## src/hw/rtl/msc_pkg.sv

```systemverilog
package msc_pkg;

  localparam int unsigned IdleW = 20;
  localparam int unsigned ThrW  = 8;
  localparam int unsigned AccW  = 10;
  localparam int unsigned HalfW = 8;
  localparam int unsigned CfgDataW = 20;
  localparam int unsigned CfgIdxW  = 2;

  typedef enum logic [CfgIdxW-1:0] {
    CFG_ENTER    = 2'd0,
    CFG_EXIT     = 2'd1,
    CFG_IDLE     = 2'd2,
    CFG_DEBOUNCE = 2'd3
  } cfg_idx_e;

  localparam logic [ThrW-1:0]  EnterReset    = 8'd6;
  localparam logic [ThrW-1:0]  ExitReset     = 8'd4;
  localparam logic [IdleW-1:0] IdleReset     = 20'd100000;
  localparam logic [7:0]       DebounceReset = 8'd2;

  typedef struct packed {
    logic [ThrW-1:0]  enter_threshold;
    logic [ThrW-1:0]  exit_threshold;
    logic [IdleW-1:0] idle_limit;
    logic [7:0]       debounce_len;
  } cfg_t;

  typedef struct packed {
    logic              func;
    logic [7:0]        buttons;
    logic signed [7:0] dx;
    logic signed [7:0] dy;
  } in_req_t;

  typedef struct packed {
    logic [7:0]        clean_buttons;
    logic signed [7:0] out_dx;
    logic signed [7:0] out_dy;
    logic              smoothing_active;
  } out_req_t;

  typedef struct packed {
    logic motion;
    logic tick;
  } step_t;

endpackage

```

## src/hw/rtl/mouse_sample_conditioner.sv

```systemverilog
// Conditions mouse sensor requests: buttons are debounced and nonzero motion
// runs through an adaptive smoother that hysteresis switches on and off. The
// block takes one request per clock cycle unless stalled; a request is
// captured in an input register, processed against the filter state when it
// advances, and its result appears from the result register. Tick requests
// (func = 1) only advance the idle counter and produce no result. A stalled
// result holds a motion request in the input register and stalls upstream.
module mouse_sample_conditioner (
  input  logic                             clk_i,
  input  logic                             rst_ni,
  input  logic                             in_valid_i,
  output logic                             in_stall_o,
  input  msc_pkg::in_req_t                 in_req_i,
  output logic                             out_valid_o,
  input  logic                             out_stall_i,
  output msc_pkg::out_req_t                out_req_o,
  input  logic                             cfg_we_i,
  input  logic [msc_pkg::CfgIdxW-1:0]      cfg_idx_i,
  input  logic [msc_pkg::CfgDataW-1:0]     cfg_data_i
);

  msc_pkg::cfg_t     cfg_q;
  msc_pkg::in_req_t  hold_q;
  msc_pkg::out_req_t res_q, res_d;
  msc_pkg::step_t    step;
  logic              hold_valid_q, res_valid_q;
  logic              advance, accept;

  always_ff @(posedge clk_i or negedge rst_ni) begin
    if (!rst_ni) begin
      cfg_q.enter_threshold <= msc_pkg::EnterReset;
      cfg_q.exit_threshold  <= msc_pkg::ExitReset;
      cfg_q.idle_limit      <= msc_pkg::IdleReset;
      cfg_q.debounce_len    <= msc_pkg::DebounceReset;
    end else if (cfg_we_i) begin
      unique case (msc_pkg::cfg_idx_e'(cfg_idx_i))
        msc_pkg::CFG_ENTER:    cfg_q.enter_threshold <= cfg_data_i[msc_pkg::ThrW-1:0];
        msc_pkg::CFG_EXIT:     cfg_q.exit_threshold  <= cfg_data_i[msc_pkg::ThrW-1:0];
        msc_pkg::CFG_IDLE:     cfg_q.idle_limit      <= cfg_data_i;
        msc_pkg::CFG_DEBOUNCE: cfg_q.debounce_len    <= cfg_data_i[7:0];
        default: ;
      endcase
    end
  end

  assign advance    = hold_valid_q && (hold_q.func || !res_valid_q || !out_stall_i);
  assign in_stall_o = hold_valid_q && !advance;
  assign accept     = in_valid_i && !in_stall_o;

  assign step.motion = advance && !hold_q.func;
  assign step.tick   = advance && hold_q.func;

  always_ff @(posedge clk_i or negedge rst_ni) begin
    if (!rst_ni) begin
      hold_valid_q <= 1'b0;
      res_valid_q  <= 1'b0;
    end else begin
      hold_valid_q <= accept || (hold_valid_q && !advance);
      res_valid_q  <= step.motion || (res_valid_q && out_stall_i);
    end
  end

  always_ff @(posedge clk_i) begin
    if (accept) begin
      hold_q <= in_req_i;
    end
    if (step.motion) begin
      res_q <= res_d;
    end
  end

  msc_motion u_motion (
    .clk_i    (clk_i),
    .rst_ni   (rst_ni),
    .step_i   (step),
    .dx_i     (hold_q.dx),
    .dy_i     (hold_q.dy),
    .cfg_i    (cfg_q),
    .out_dx_o (res_d.out_dx),
    .out_dy_o (res_d.out_dy),
    .active_o (res_d.smoothing_active)
  );

  msc_debounce u_debounce (
    .clk_i           (clk_i),
    .rst_ni          (rst_ni),
    .en_i            (step.motion),
    .buttons_i       (hold_q.buttons),
    .debounce_len_i  (cfg_q.debounce_len),
    .clean_buttons_o (res_d.clean_buttons)
  );

  assign out_valid_o = res_valid_q;
  assign out_req_o   = res_q;

endmodule

```

## src/hw/rtl/msc_debounce.sv

```systemverilog
module msc_debounce (
  input  logic       clk_i,
  input  logic       rst_ni,
  input  logic       en_i,
  input  logic [7:0] buttons_i,
  input  logic [7:0] debounce_len_i,
  output logic [7:0] clean_buttons_o
);

  logic [7:0] stable_q, stable_d;
  logic [7:0] count_q, count_d;
  logic       differs;

  always_comb begin
    differs  = (stable_q != buttons_i);
    stable_d = stable_q;
    count_d  = count_q;
    if (differs && (count_q >= debounce_len_i)) begin
      stable_d = buttons_i;
      count_d  = '0;
    end else if (differs) begin
      if (count_q != 8'hFF) begin
        count_d = count_q + 8'd1;
      end
    end else begin
      count_d = '0;
    end
  end

  assign clean_buttons_o = stable_d;

  always_ff @(posedge clk_i or negedge rst_ni) begin
    if (!rst_ni) begin
      stable_q <= '0;
      count_q  <= '0;
    end else if (en_i) begin
      stable_q <= stable_d;
      count_q  <= count_d;
    end
  end

endmodule

```

## src/hw/rtl/msc_motion.sv

```systemverilog
module msc_motion (
  input  logic                              clk_i,
  input  logic                              rst_ni,
  input  msc_pkg::step_t                    step_i,
  input  logic signed [7:0]                 dx_i,
  input  logic signed [7:0]                 dy_i,
  input  msc_pkg::cfg_t                     cfg_i,
  output logic signed [7:0]                 out_dx_o,
  output logic signed [7:0]                 out_dy_o,
  output logic                              active_o
);

  logic                               on_q, on_d;
  logic signed [msc_pkg::AccW-1:0]    acc_x_q, acc_x_d, acc_y_q, acc_y_d;
  logic signed [msc_pkg::HalfW-1:0]   half_x_q, half_x_d, half_y_q, half_y_d;
  logic [msc_pkg::IdleW-1:0]          idle_q, idle_d;
  logic                               nonzero, timed_out, on_mid;
  logic [8:0]                         mag_x, mag_y, enter_ext, exit_ext;
  logic signed [msc_pkg::AccW-1:0]    base_acc_x, base_acc_y;
  logic signed [msc_pkg::HalfW-1:0]   base_half_x, base_half_y;
  logic signed [msc_pkg::AccW-1:0]    sum_x, sum_y, rnd_x, rnd_y;

  always_comb begin
    nonzero   = (dx_i != 8'sd0) || (dy_i != 8'sd0);
    mag_x     = dx_i[7] ? 9'(-{dx_i[7], dx_i}) : {1'b0, dx_i};
    mag_y     = dy_i[7] ? 9'(-{dy_i[7], dy_i}) : {1'b0, dy_i};
    enter_ext = {1'b0, cfg_i.enter_threshold};
    exit_ext  = {1'b0, cfg_i.exit_threshold};
    timed_out = on_q && (idle_q > cfg_i.idle_limit);
    on_mid    = on_q && !timed_out;

    base_acc_x  = timed_out ? '0 : acc_x_q;
    base_acc_y  = timed_out ? '0 : acc_y_q;
    base_half_x = timed_out ? '0 : half_x_q;
    base_half_y = timed_out ? '0 : half_y_q;

    sum_x = base_acc_x - msc_pkg::AccW'(base_half_x) + msc_pkg::AccW'(dx_i);
    sum_y = base_acc_y - msc_pkg::AccW'(base_half_y) + msc_pkg::AccW'(dy_i);
    rnd_x = sum_x + {{(msc_pkg::AccW-1){1'b0}}, sum_x[msc_pkg::AccW-1]};
    rnd_y = sum_y + {{(msc_pkg::AccW-1){1'b0}}, sum_y[msc_pkg::AccW-1]};

    on_d     = on_q;
    acc_x_d  = acc_x_q;
    acc_y_d  = acc_y_q;
    half_x_d = half_x_q;
    half_y_d = half_y_q;
    idle_d   = idle_q;
    out_dx_o = dx_i;
    out_dy_o = dy_i;

    if (step_i.tick) begin
      if (idle_q != '1) begin
        idle_d = idle_q + 1'b1;
      end
    end else if (nonzero) begin
      if (!on_mid) begin
        on_d = (mag_x > enter_ext) || (mag_y > enter_ext);
      end else begin
        on_d = !((mag_x < exit_ext) && (mag_y < exit_ext));
      end
      if (on_d) begin
        acc_x_d  = sum_x;
        acc_y_d  = sum_y;
        half_x_d = rnd_x[msc_pkg::HalfW:1];
        half_y_d = rnd_y[msc_pkg::HalfW:1];
        out_dx_o = rnd_x[msc_pkg::HalfW:1];
        out_dy_o = rnd_y[msc_pkg::HalfW:1];
        idle_d   = '0;
      end else begin
        acc_x_d  = '0;
        acc_y_d  = '0;
        half_x_d = '0;
        half_y_d = '0;
      end
    end
    active_o = on_d;
  end

  always_ff @(posedge clk_i or negedge rst_ni) begin
    if (!rst_ni) begin
      on_q     <= 1'b0;
      acc_x_q  <= '0;
      acc_y_q  <= '0;
      half_x_q <= '0;
      half_y_q <= '0;
      idle_q   <= '0;
    end else if (step_i.motion || step_i.tick) begin
      on_q     <= on_d;
      acc_x_q  <= acc_x_d;
      acc_y_q  <= acc_y_d;
      half_x_q <= half_x_d;
      half_y_q <= half_y_d;
      idle_q   <= idle_d;
    end
  end

endmodule
```

## config.mk

```make
export PLATFORM = sky130hd
export DESIGN_NAME = mouse_sample_conditioner
export DESIGN_NICKNAME = d
export VERILOG_FILES = /design/src/hw/rtl/msc_pkg.sv /design/src/hw/rtl/mouse_sample_conditioner.sv /design/src/hw/rtl/msc_debounce.sv /design/src/hw/rtl/msc_motion.sv
export SDC_FILE = /design/constraint.sdc
export NUM_CORES = 1
export LEC_CHECK = 0
export BUFFER_PORTS_ARGS = -buffer_cell sky130_fd_sc_hd__clkbuf_2
export CAP_MARGIN = 20
export CORE_AREA = 3 3 142 144
export CTS_BUF_LIST = sky130_fd_sc_hd__clkbuf_16
export CTS_CLUSTER_SIZE = 28
export DETAILED_ROUTE_END_ITERATION = 16
export DIE_AREA = 0 0 145 147
export PLACE_DENSITY = 0.69
export REMOVE_ABC_BUFFERS = 1
export SYNTH_ARGS = -nofsm -noshare
export SYNTH_HDL_FRONTEND = slang
export SYNTH_HIERARCHICAL = 1
export SYNTH_SLANG_ARGS = --single-unit
```

## constraint.sdc

```tcl
create_clock -name clk_i -period 12.3 [get_ports clk_i]
set_input_delay 0.615 -clock clk_i [delete_from_list [all_inputs] [get_ports clk_i]]
set_output_delay 0.615 -clock clk_i [all_outputs]
set_load 0.02 [all_outputs]
```

==> impl_metrics.json, run 1 <==
{
  "htreeDepth": 4,
  "via_per_inst": 5.57,
  "rrSetupSlack_ps": 5980,
  "clock_skew_ps": 20.0,
  "cts.sinks": 169,
  "hold_buffers": 0,
  "fill_cells": 1571,
  "endpoint_kind": "flop",
  "rsz0062_at_grt": "false",
  "timing.final.ws_setup_ps": 5980,
  "synth_area_um2": 10300,
  "grt_overflow": 0,
  "maxSlewHeadroom": 0.298,
  "top_layer": "met4",
  "start_kind": "flop",
  "vias": 7426,
  "swShare": 0.428,
  "routabilityCongestion": 0.853,
  "grt_max_degree": 68,
  "wl_met2_um": 10700,
  "status": "completed",
  "arrival_ps": 6470,
  "antenna_left": 0,
  "antenna_found_initial": 0,
  "place_inst": 1302,
  "crit_required_ps": 12450,
  "drc_errors": 0,
  "intPower_w": 0.00156,
  "syn-mean-instance-area_um2": 10.5,
  "diodes": 0,
  "seqPwrFrac": 0.303,
  "synthTopCellsByArea": "dfrtp_1 26%, edfxtp_1 15%, ha_1 10%, mux2_2 5.7%, nand2_1 4.1%",
  "criticalPathCategory": "flop to flop",
  "coreArea_um2": 18800,
  "p_leak_nw": 5.47,
  "ys_ff_latch": 169,
  "route.met3.wl_um": 1180,
  "drt-met1-wl_um": 10800,
  "syn_inst": 981,
  "synthTopCellsByCount": "113 x nand2_1, 109 x dfrtp_1, 105 x inv_1",
  "drtIter0Drc": 535,
  "multi_input_area_um2": 5340,
  "wire_per_inst_um": 17.2,
  "start_util": 0.549,
  "pwr-share-clk": 0.193,
  "cp_max_fo": 34,
  "power.switching_w": 0.00116,
  "placed_cell_area_um2": 11000,
  "die_w_um": 145,
  "cts_root_buffer": "clkbuf_16",
  "grt_pass1_wl_um": 38900,
  "fin_crit_ps": 6320,
  "cts_inserted_buffers": 17,
  "worst_slew_pin_slew_ps": 1050,
  "ctsResizeCount": 0,
  "powerDensity_nw_per_um2": 235,
  "synth_cell_types": 73,
  "cap_violations": 0,
  "synth_warnings": 6,
  "synth_flop_cell": "dfrtp_1",
  "ys_seq_area_frac": 0.435,
  "final.setup.tns_ps": 0,
  "cts_max_path_buffers": 2,
  "drt-pass1-iter-count": 5,
  "drive_gt1_frac": 0.195,
  "drt-total-wl_um": 22900,
  "io_buffers": 78,
  "synth_edf_count": 50,
  "async_reset_ff_frac": 0.704,
  "die_h_um": 147,
  "area_growth_pct": 12.0,
  "track_usage": 0.226,
  "place_ws_ps": 6070,
  "synth_top_area_share": 0.264,
  "clock.fmax_mhz": 158,
  "cts_tree": "done",
  "setup_violations": 0,
  "die-area_um2": 21300,
  "clk_latency_ps": 440,
  "nNetsFinal": 1217,
  "yosysTopAreaCell": "dfrtp_1",
  "hold_viol": 0,
  "min_path_type": "input port to async pin",
  "slew_viol_final": 0,
  "regArea_um2": 4490,
  "ios": 79,
  "fin_cells": 1334,
  "rows": 50,
  "p_comb_frac": 0.504,
  "grt_pass1_vias": 7567,
  "dp_hpwl_um": 16700,
  "ir_drop_uv": 151,
  "design_area_um2": 11600,
  "fin_crit_sh": 0.514,
  "post_cts_buffers": 0,
  "synth_most_common_cell": "nand2_1",
  "cts.clk_slew.worst_paths_ps": 70
}
state kept, by name (all words and copies together) (netlist names):
| name | cells |
|---|---|
| u_motion/on_q | 1 |
| u_motion/half_x_q | 8 |
| out_req_o | 25 |
| u_motion/acc_x_q | 10 |
| out_valid_o | 1 |
| u_debounce/stable_q | 8 |
| cfg_q | 44 |
| hold_q | 25 |
| u_motion/acc_y_q | 10 |
| u_motion/half_y_q | 8 |
| u_motion/idle_q | 20 |
| u_debounce/count_q | 8 |
| hold_valid_q | 1 |
path summary, 6_finish.rpt:
kind | depth (start not counted) | to | from
worst max-delay path | 25 | out_req_o[16] | cfg_q[24]
worst max register to register | 25 | out_req_o[16] | cfg_q[24]
min in group clk_i | 1 | hold_q[22] | in_req_i[22]
worst min-delay path | 1 | cfg_q[22] | rst_ni
worst min register to register | 2 | u_motion/half_y_q[0] | u_motion/half_y_q[0]
max in group asynchronous | 2 | cfg_q[33] | rst_ni
per-stage QoR:
stage,power (W),hold slack (ps),util
floorplan,0.00186,319,-
global placement,0.00217,458,0.583
detailed placement,0.00219,463,0.584
CTS,0.00273,246,0.615
global route,0.00295,273,0.615
finish,0.00272,229,0.615
layout by cell type, fill, tap and decap left out, drive strengths merged, types with 6 or more instances in the layout:
cell / count
buf: 7
and3: 10
nand3: 32
xor2: 41
nand2b: 9
clkbuf: 94
a211oi: 8
ha: 86
dfstp: 10
and4: 6
o31ai: 17
nor3: 8
a21oi: 30
nor2: 34
o21ai: 62
nor4: 9
nand2: 116
inv: 115
dfrtp: 109
edfxtp: 50
and2: 22
nand4: 13
xnor2: 28
a31oi: 6
fa: 18
a21o: 17
clkinv: 6
mux2: 63
layout make-up:
type / count / share of cell area
multi-input combinational: 683 / 0.461
tap: 260 / 0.0281
clock buffer: 17 / 0.0368
inverter: 106 / 0.0344
clock inverter: 15 / 0.0129
timing repair buffer: 84 / 0.0385
sequential: 169 / 0.388
cells by family (layout without fill, tap and decap cells):
family,count (synthesis),after routing,share of synthesized area
AO/OA/AOI/OAI,174,174,0.112
flip-flops,169,169,0.435
AND/OR/NAND/NOR,272,272,0.135
buffers and inverters,129,222,0.0499
multiplexers,64,64,0.0707
XOR/XNOR,69,69,0.0585
adder cells (fa/ha/maj),104,104,0.139
power by group through the flow:
stage	Combinational (W)	Clock, W	Sequential, W
after floorplan	0.00102	0	0.000837
after global placement	0.00134	0	0.000832
after detailed placement	0.00135	0	0.000835
after CTS	0.00137	0.000535	0.000825
after global routing	0.00155	0.000558	0.000844
final	0.00137	0.000524	0.000825
per-layer routing:
metal / GRT usage / vias to the layer above
li1: - / 3590
met1: 0.311 / 3636
met2: 0.367 / 178
met3: 0.0490 / 22
met4: 0.0627 / 0
met5: 0 / -
critical path: stages (launching register included):
cell and delay [ps]:
dfstp_2 530, inv_1 40, ha_1 280, nand4_2 170
nor4_4 460, nor2_1 120, a21o_1 230, nor2b_1 140
or3_1 340, buf_4 250, and2_1 220, fa_1 500
inv_1 40, ha_1 350, a21o_1 220, a21oi_1 130
o21ai_0 160, a31oi_1 270, o21ai_0 150, xnor2_1 400
and2_1 190, ha_1 200, nand3_1 130, nor3_1 210
xor2_1 210, o21ai_1 80
Power figures use the tool's default switching activity.
==> run 2: changes to the inputs <==
PLACE_DENSITY = 0.72   (was 0.69)
clock period = 5.6 ns   (was 12.3 ns; I/O delays follow)
==> impl_metrics.json, run 2 (synthesized netlist as in run 1, its figures left out) <==
{
  "worst_slew_pin_slew_ps": 1070,
  "cts.sinks": 169,
  "drt-total-wl_um": 23800,
  "maxSlewHeadroom": 0.284,
  "criticalPathCategory": "flop to flop",
  "powerDensity_nw_per_um2": 546,
  "diodes": 0,
  "cts.clk_slew.worst_paths_ps": 70,
  "min_path_type": "input port to flop",
  "drc_errors": 0,
  "finalPower_w": 0.00646,
  "r2r_start": "cfg_q[24]",
  "nNetsFinal": 1243,
  "grt_max_degree": 66,
  "drtIter0Drc": 464,
  "fin_crit_sh": 0.965,
  "design_area_um2": 11800,
  "clk_latency_ps": 440,
  "start_util": 0.549,
  "fin_crit_ps": 5410,
  "routabilityCongestion": 0.880,
  "final.setup.tns_ps": 0,
  "arrival_ps": 5570,
  "rrSetupSlack_ps": 190,
  "cp_max_fo": 25,
  "place_ws_ps": -35.6,
  "hold_end": "hold_q[24]",
  "largest_register_ffs": 44,
  "slew_viol_final": 0,
  "htreeDepth": 4,
  "dp_hpwl_um": 17100,
  "grt_pass1_vias": 7641,
  "via_per_inst": 5.64,
  "multi_input_area_um2": 5400,
  "placed_cell_area_um2": 11200,
  "fill_cells": 1487,
  "timing.final.ws_setup_ps": 194,
  "layout_common_cells": "113 x nand2_1, 109 x dfrtp_1, 105 x inv_1",
  "grt_pass1_wl_um": 39000,
  "die_w_um": 145,
  "ios": 79,
  "rows": 50,
  "track_usage": 0.227,
  "coreArea_um2": 18800,
  "cts_inserted_buffers": 17,
  "grt_overflow": 0,
  "reg2reg_depth": 21,
  "hold_viol": 0,
  "wire_per_inst_um": 17.5,
  "largest-register": "cfg_q",
  "area_growth_pct": 14.6,
  "vias": 7665,
  "clock_skew_ps": 17.9,
  "endpoint_kind": "flop",
  "hold_depth": 1,
  "status": "completed",
  "cts_max_path_buffers": 2,
  "final_common_cell": "nand2_1",
  "drt-pass1-iter-count": 5,
  "hp-start": "in_req_i[24]",
  "cts_tree": "done",
  "regArea_um2": 4490,
  "rsz0062_at_grt": "true",
  "crit_required_ps": 5760,
  "cap_violations": 0,
  "drive_gt1_frac": 0.226,
  "final_util": 0.629,
  "p_leak_nw": 5.60,
  "timing.rr.end": "out_req_o[16]",
  "io_buffers": 78,
  "setup_violations": 0,
  "antenna_left": 0,
  "cts_root_buffer": "clkbuf_16",
  "clock.fmax_mhz": 185,
  "start_kind": "flop",
  "antenna_found_initial": 0,
  "die_h_um": 147,
  "die-area_um2": 21300,
  "ir_drop_uv": 319
}
==> run 2: cell types whose count changed in the layout (fill, tap and decap cells not counted), sizes merged <==
cell,previous run,this run
clkinvlp,0,2
clkinv,6,5
bufinv,0,1
buf,7,32
dlygate4sd3,0,1
inv,115,113
==> run 2: worst max-delay path by stage <==
stage	cells after the start	end	slack (ps)	start
2_1_floorplan	24	out_req_o[16]	-280	cfg_q[24]
3_3_place_gp	25	out_req_o[16]	110	cfg_q[24]
3_5_place_dp	25	out_req_o[16]	-40	cfg_q[24]
4_1_cts	25	out_req_o[8]	10	cfg_q[24]
5_1_grt	25	out_req_o[8]	-100	cfg_q[24]
6_report	21	out_req_o[16]	190	cfg_q[24]
==> run 2: routing by layer <==
layer	vias to the layer above	GRT usage	wire length, um
met3	48	0.0432	1310
met5	-	0	0
met4	0	0.0760	624
met1	3742	0.306	10500
li1	3633	-	-
met2	242	0.374	11400
==> run 2: layout make-up <==
| cell class | count | share of cell area |
|---|---|---|
| Clock buffer | 17 | 0.0359 |
| Clock inverter | 15 | 0.0132 |
| Inverter | 106 | 0.0336 |
| Multi-Input combinational cell | 683 | 0.456 |
| Sequential cell | 169 | 0.379 |
| Tap cell | 260 | 0.0275 |
| Timing Repair Buffer | 110 | 0.0547 |
==> run 2: through the flow <==
| stage | hold WS [ps] | std cells |
|---|---|---|
| 3_3_place_gp | 432 | 1323 |
| 2_1_floorplan | -15.6 | 958 |
| 3_5_place_dp | 442 | 1323 |
| 5_1_grt | 0.484 | 1360 |
| 6_report | 12.6 | 1360 |
| 4_1_cts | 2.72 | 1356 |
==> run 2: what timing repair did <==
action,4_1_cts,5_1_grt
endpoints found under the hold margin,54,0
endpoints found under the setup margin,1,23
buffers inserted,0,4
resized for setup,1,17
pin swaps,0,10
hold buffers,1,0
==> run 2: power breakdown <==
part | internal (W) | switching (W) | total, W | leakage, nW
registers | 0.00161 | 0.000205 | 0.00182 | 1.98
logic | 0.00149 | 0.00197 | 0.00346 | 3.34
clock network | 0.000631 | 0.000549 | 0.00118 | 0.285
total | 0.00374 | 0.00272 | 0.00646 | 5.60
==> run 2: critical path, stage by stage, from the launching register on <==
cell	delay, ps
dfstp_2	530
inv_1	40
ha_1	280
nand4_2	140
nor4_4	320
nor2_2	100
a21o_1	170
nor2b_1	120
or3_4	390
buf_12	170
and2_1	180
fa_1	500
inv_1	70
fa_1	460
a31o_2	240
a21o_1	180
a21o_1	190
a21o_1	190
a21oi_1	220
xor2_1	290
xor2_1	250
o21ai_1	80
==> run 3: changes to the inputs <==
CAP_MARGIN = 30   (was 20)
PLACE_DENSITY = 0.69   (was 0.72)
clock period = 5.1 ns   (was 5.6 ns; I/O delays follow)
==> impl_metrics.json, run 3 (synthesized netlist as in run 1, its figures left out) <==
{
  "status": "complete, but fails checks",
  "violations": "negative setup slack",
  "vias": 8239,
  "grt_pass1_vias": 8448,
  "fin_cells": 1480,
  "ir_drop_uv": 401,
  "arrival_ps": 5340,
  "grt_max_degree": 65,
  "drt-pass1-iter-count": 5,
  "start_util": 0.549,
  "cp_max_fo": 7,
  "drt-total-wl_um": 27500,
  "antenna_left": 0,
  "clock.fmax_mhz": 194,
  "worst_slew_pin_slew_ps": 816,
  "place_inst": 1398,
  "io_buffers": 78,
  "drtIter0Drc": 610,
  "grt_overflow": 0,
  "ios": 79,
  "cap_violations": 0,
  "clock_skew_ps": 6.68,
  "nNetsFinal": 1363,
  "area_growth_pct": 31.0,
  "cts.clk_slew.worst_paths_ps": 70,
  "largest_register_ffs": 44,
  "hp-start": "in_valid_i",
  "drc_errors": 0,
  "fin_crit_ps": 5170,
  "die_h_um": 147,
  "cts_tree": "done",
  "die_w_um": 145,
  "cts_root_buffer": "clkbuf_16",
  "coreArea_um2": 18800,
  "startpoint": "cfg_q[23]",
  "cts.sinks": 169,
  "die-area_um2": 21300,
  "largest-register": "cfg_q",
  "layout_common_cells": "113 x buf_4, 109 x dfrtp_1, 106 x nand2_1",
  "hold_viol": 0,
  "criticalPathCategory": "flop to flop",
  "wire_per_inst_um": 18.6,
  "antenna_found_initial": 0,
  "crit_required_ps": 5280,
  "timing.final.ws_setup_ps": -65.0,
  "rows": 50,
  "place_ws_ps": -460,
  "final_common_cell": "buf_4",
  "endpoint_kind": "flop",
  "r2r_start": "cfg_q[23]",
  "slew_viol_final": 0,
  "drive_gt1_frac": 0.352,
  "via_per_inst": 5.57,
  "routabilityCongestion": 0.906,
  "htreeDepth": 4,
  "rsz0062_at_grt": "true",
  "start_kind": "flop",
  "grt_pass1_wl_um": 42800,
  "powerDensity_nw_per_um2": 722,
  "maxSlewHeadroom": 0.456,
  "setup_violations": 7,
  "diodes": 0,
  "p_leak_nw": 6.36,
  "clk_latency_ps": 430,
  "dp_hpwl_um": 18100,
  "track_usage": 0.249,
  "cts_inserted_buffers": 17,
  "min_path_type": "input port to flop",
  "fin_crit_sh": 1.01,
  "cts_max_path_buffers": 2
}
-- run 3: area by class of cell --
class                      count  area (um^2)
clock buffer                  18          450
clock inverter                14          130
fill                        1273         5300
inverter                     106          398
multi-input combinational    683         6070
sequential                   169         4490
tap                          260          325
timing repair buffer         230         1670
-- run 3: where the power goes --
| group | switching [W] | leakage [nW] | internal, W |
|---|---|---|---|
| Clock | 0.000585 | 0.289 | 0.000713 |
| Combinational | 0.00326 | 4.09 | 0.00324 |
| Sequential | 0.000200 | 1.98 | 0.00177 |
-- run 3: worst paths after layout --
| check | slack (ps) | endpoint | cells past startpoint |
|---|---|---|---|
| setup / recovery | -70 | out_req_o[15] | 22 |
| hold / removal | 20 | hold_valid_q | 2 |
| setup reg to reg | -70 | out_req_o[15] | 22 |
| hold reg to reg | 480 | u_motion/half_x_q[6] | 2 |
| max in group asynchronous | 3350 | u_motion/half_y_q[3] | 3 |
| min in group asynchronous | 440 | cfg_q[22] | 2 |
-- run 3: critical path: stages (launching register included) --
cell and delay [ps]:
dfstp_2 540, inv_2 40, ha_4 260, nand4_1 160, nor4_4 280, nor2_2 90, a21o_1 170, nor2b_4 120
or3_4 350, buf_8 160, and2_4 160, fa_1 500, inv_2 60, buf_6 110, fa_2 400, a31o_4 250
a21o_1 170, a21o_1 180, buf_6 130, xnor2_4 130, nand4b_1 300, xnor2_4 270, o21ai_2 70
-- run 3: through the flow --
step / hold slack [ps] / TNS (ps) / power, W / instance area [um^2] / utilization
floorplan: -40.6 / -15880 / 0.00448 / 10200 / -
global placement: 373 / -2820 / 0.00626 / 11700 / 0.621
detailed placement: 380 / -6960 / 0.00635 / 11700 / 0.622
CTS: 0.136 / 0 / 0.00837 / 13000 / 0.690
global route: 3.62 / -2520 / 0.0103 / 13500 / 0.719
finish: 21.1 / -288 / 0.00977 / 13500 / 0.719
-- run 3: timing repair --
action,in CTS,in global routing
gates resized for setup,80,74
hold endpoints to repair,74,3
hold buffers,22,3
pin swaps,63,39
buffers inserted,15,10
endpoints found under the setup margin,34,29
cloned,1,0
-- run 3: layer usage --
metal | vias up | share of wire | GRT usage
met2 | 244 | 0.50 | 0.430
met1 | 4060 | 0.43 | 0.327
met4 | 0 | 0.025 | 0.0618
met5 | - | 0 | 0
li1 | 3877 | - | -
met3 | 58 | 0.049 | 0.0500
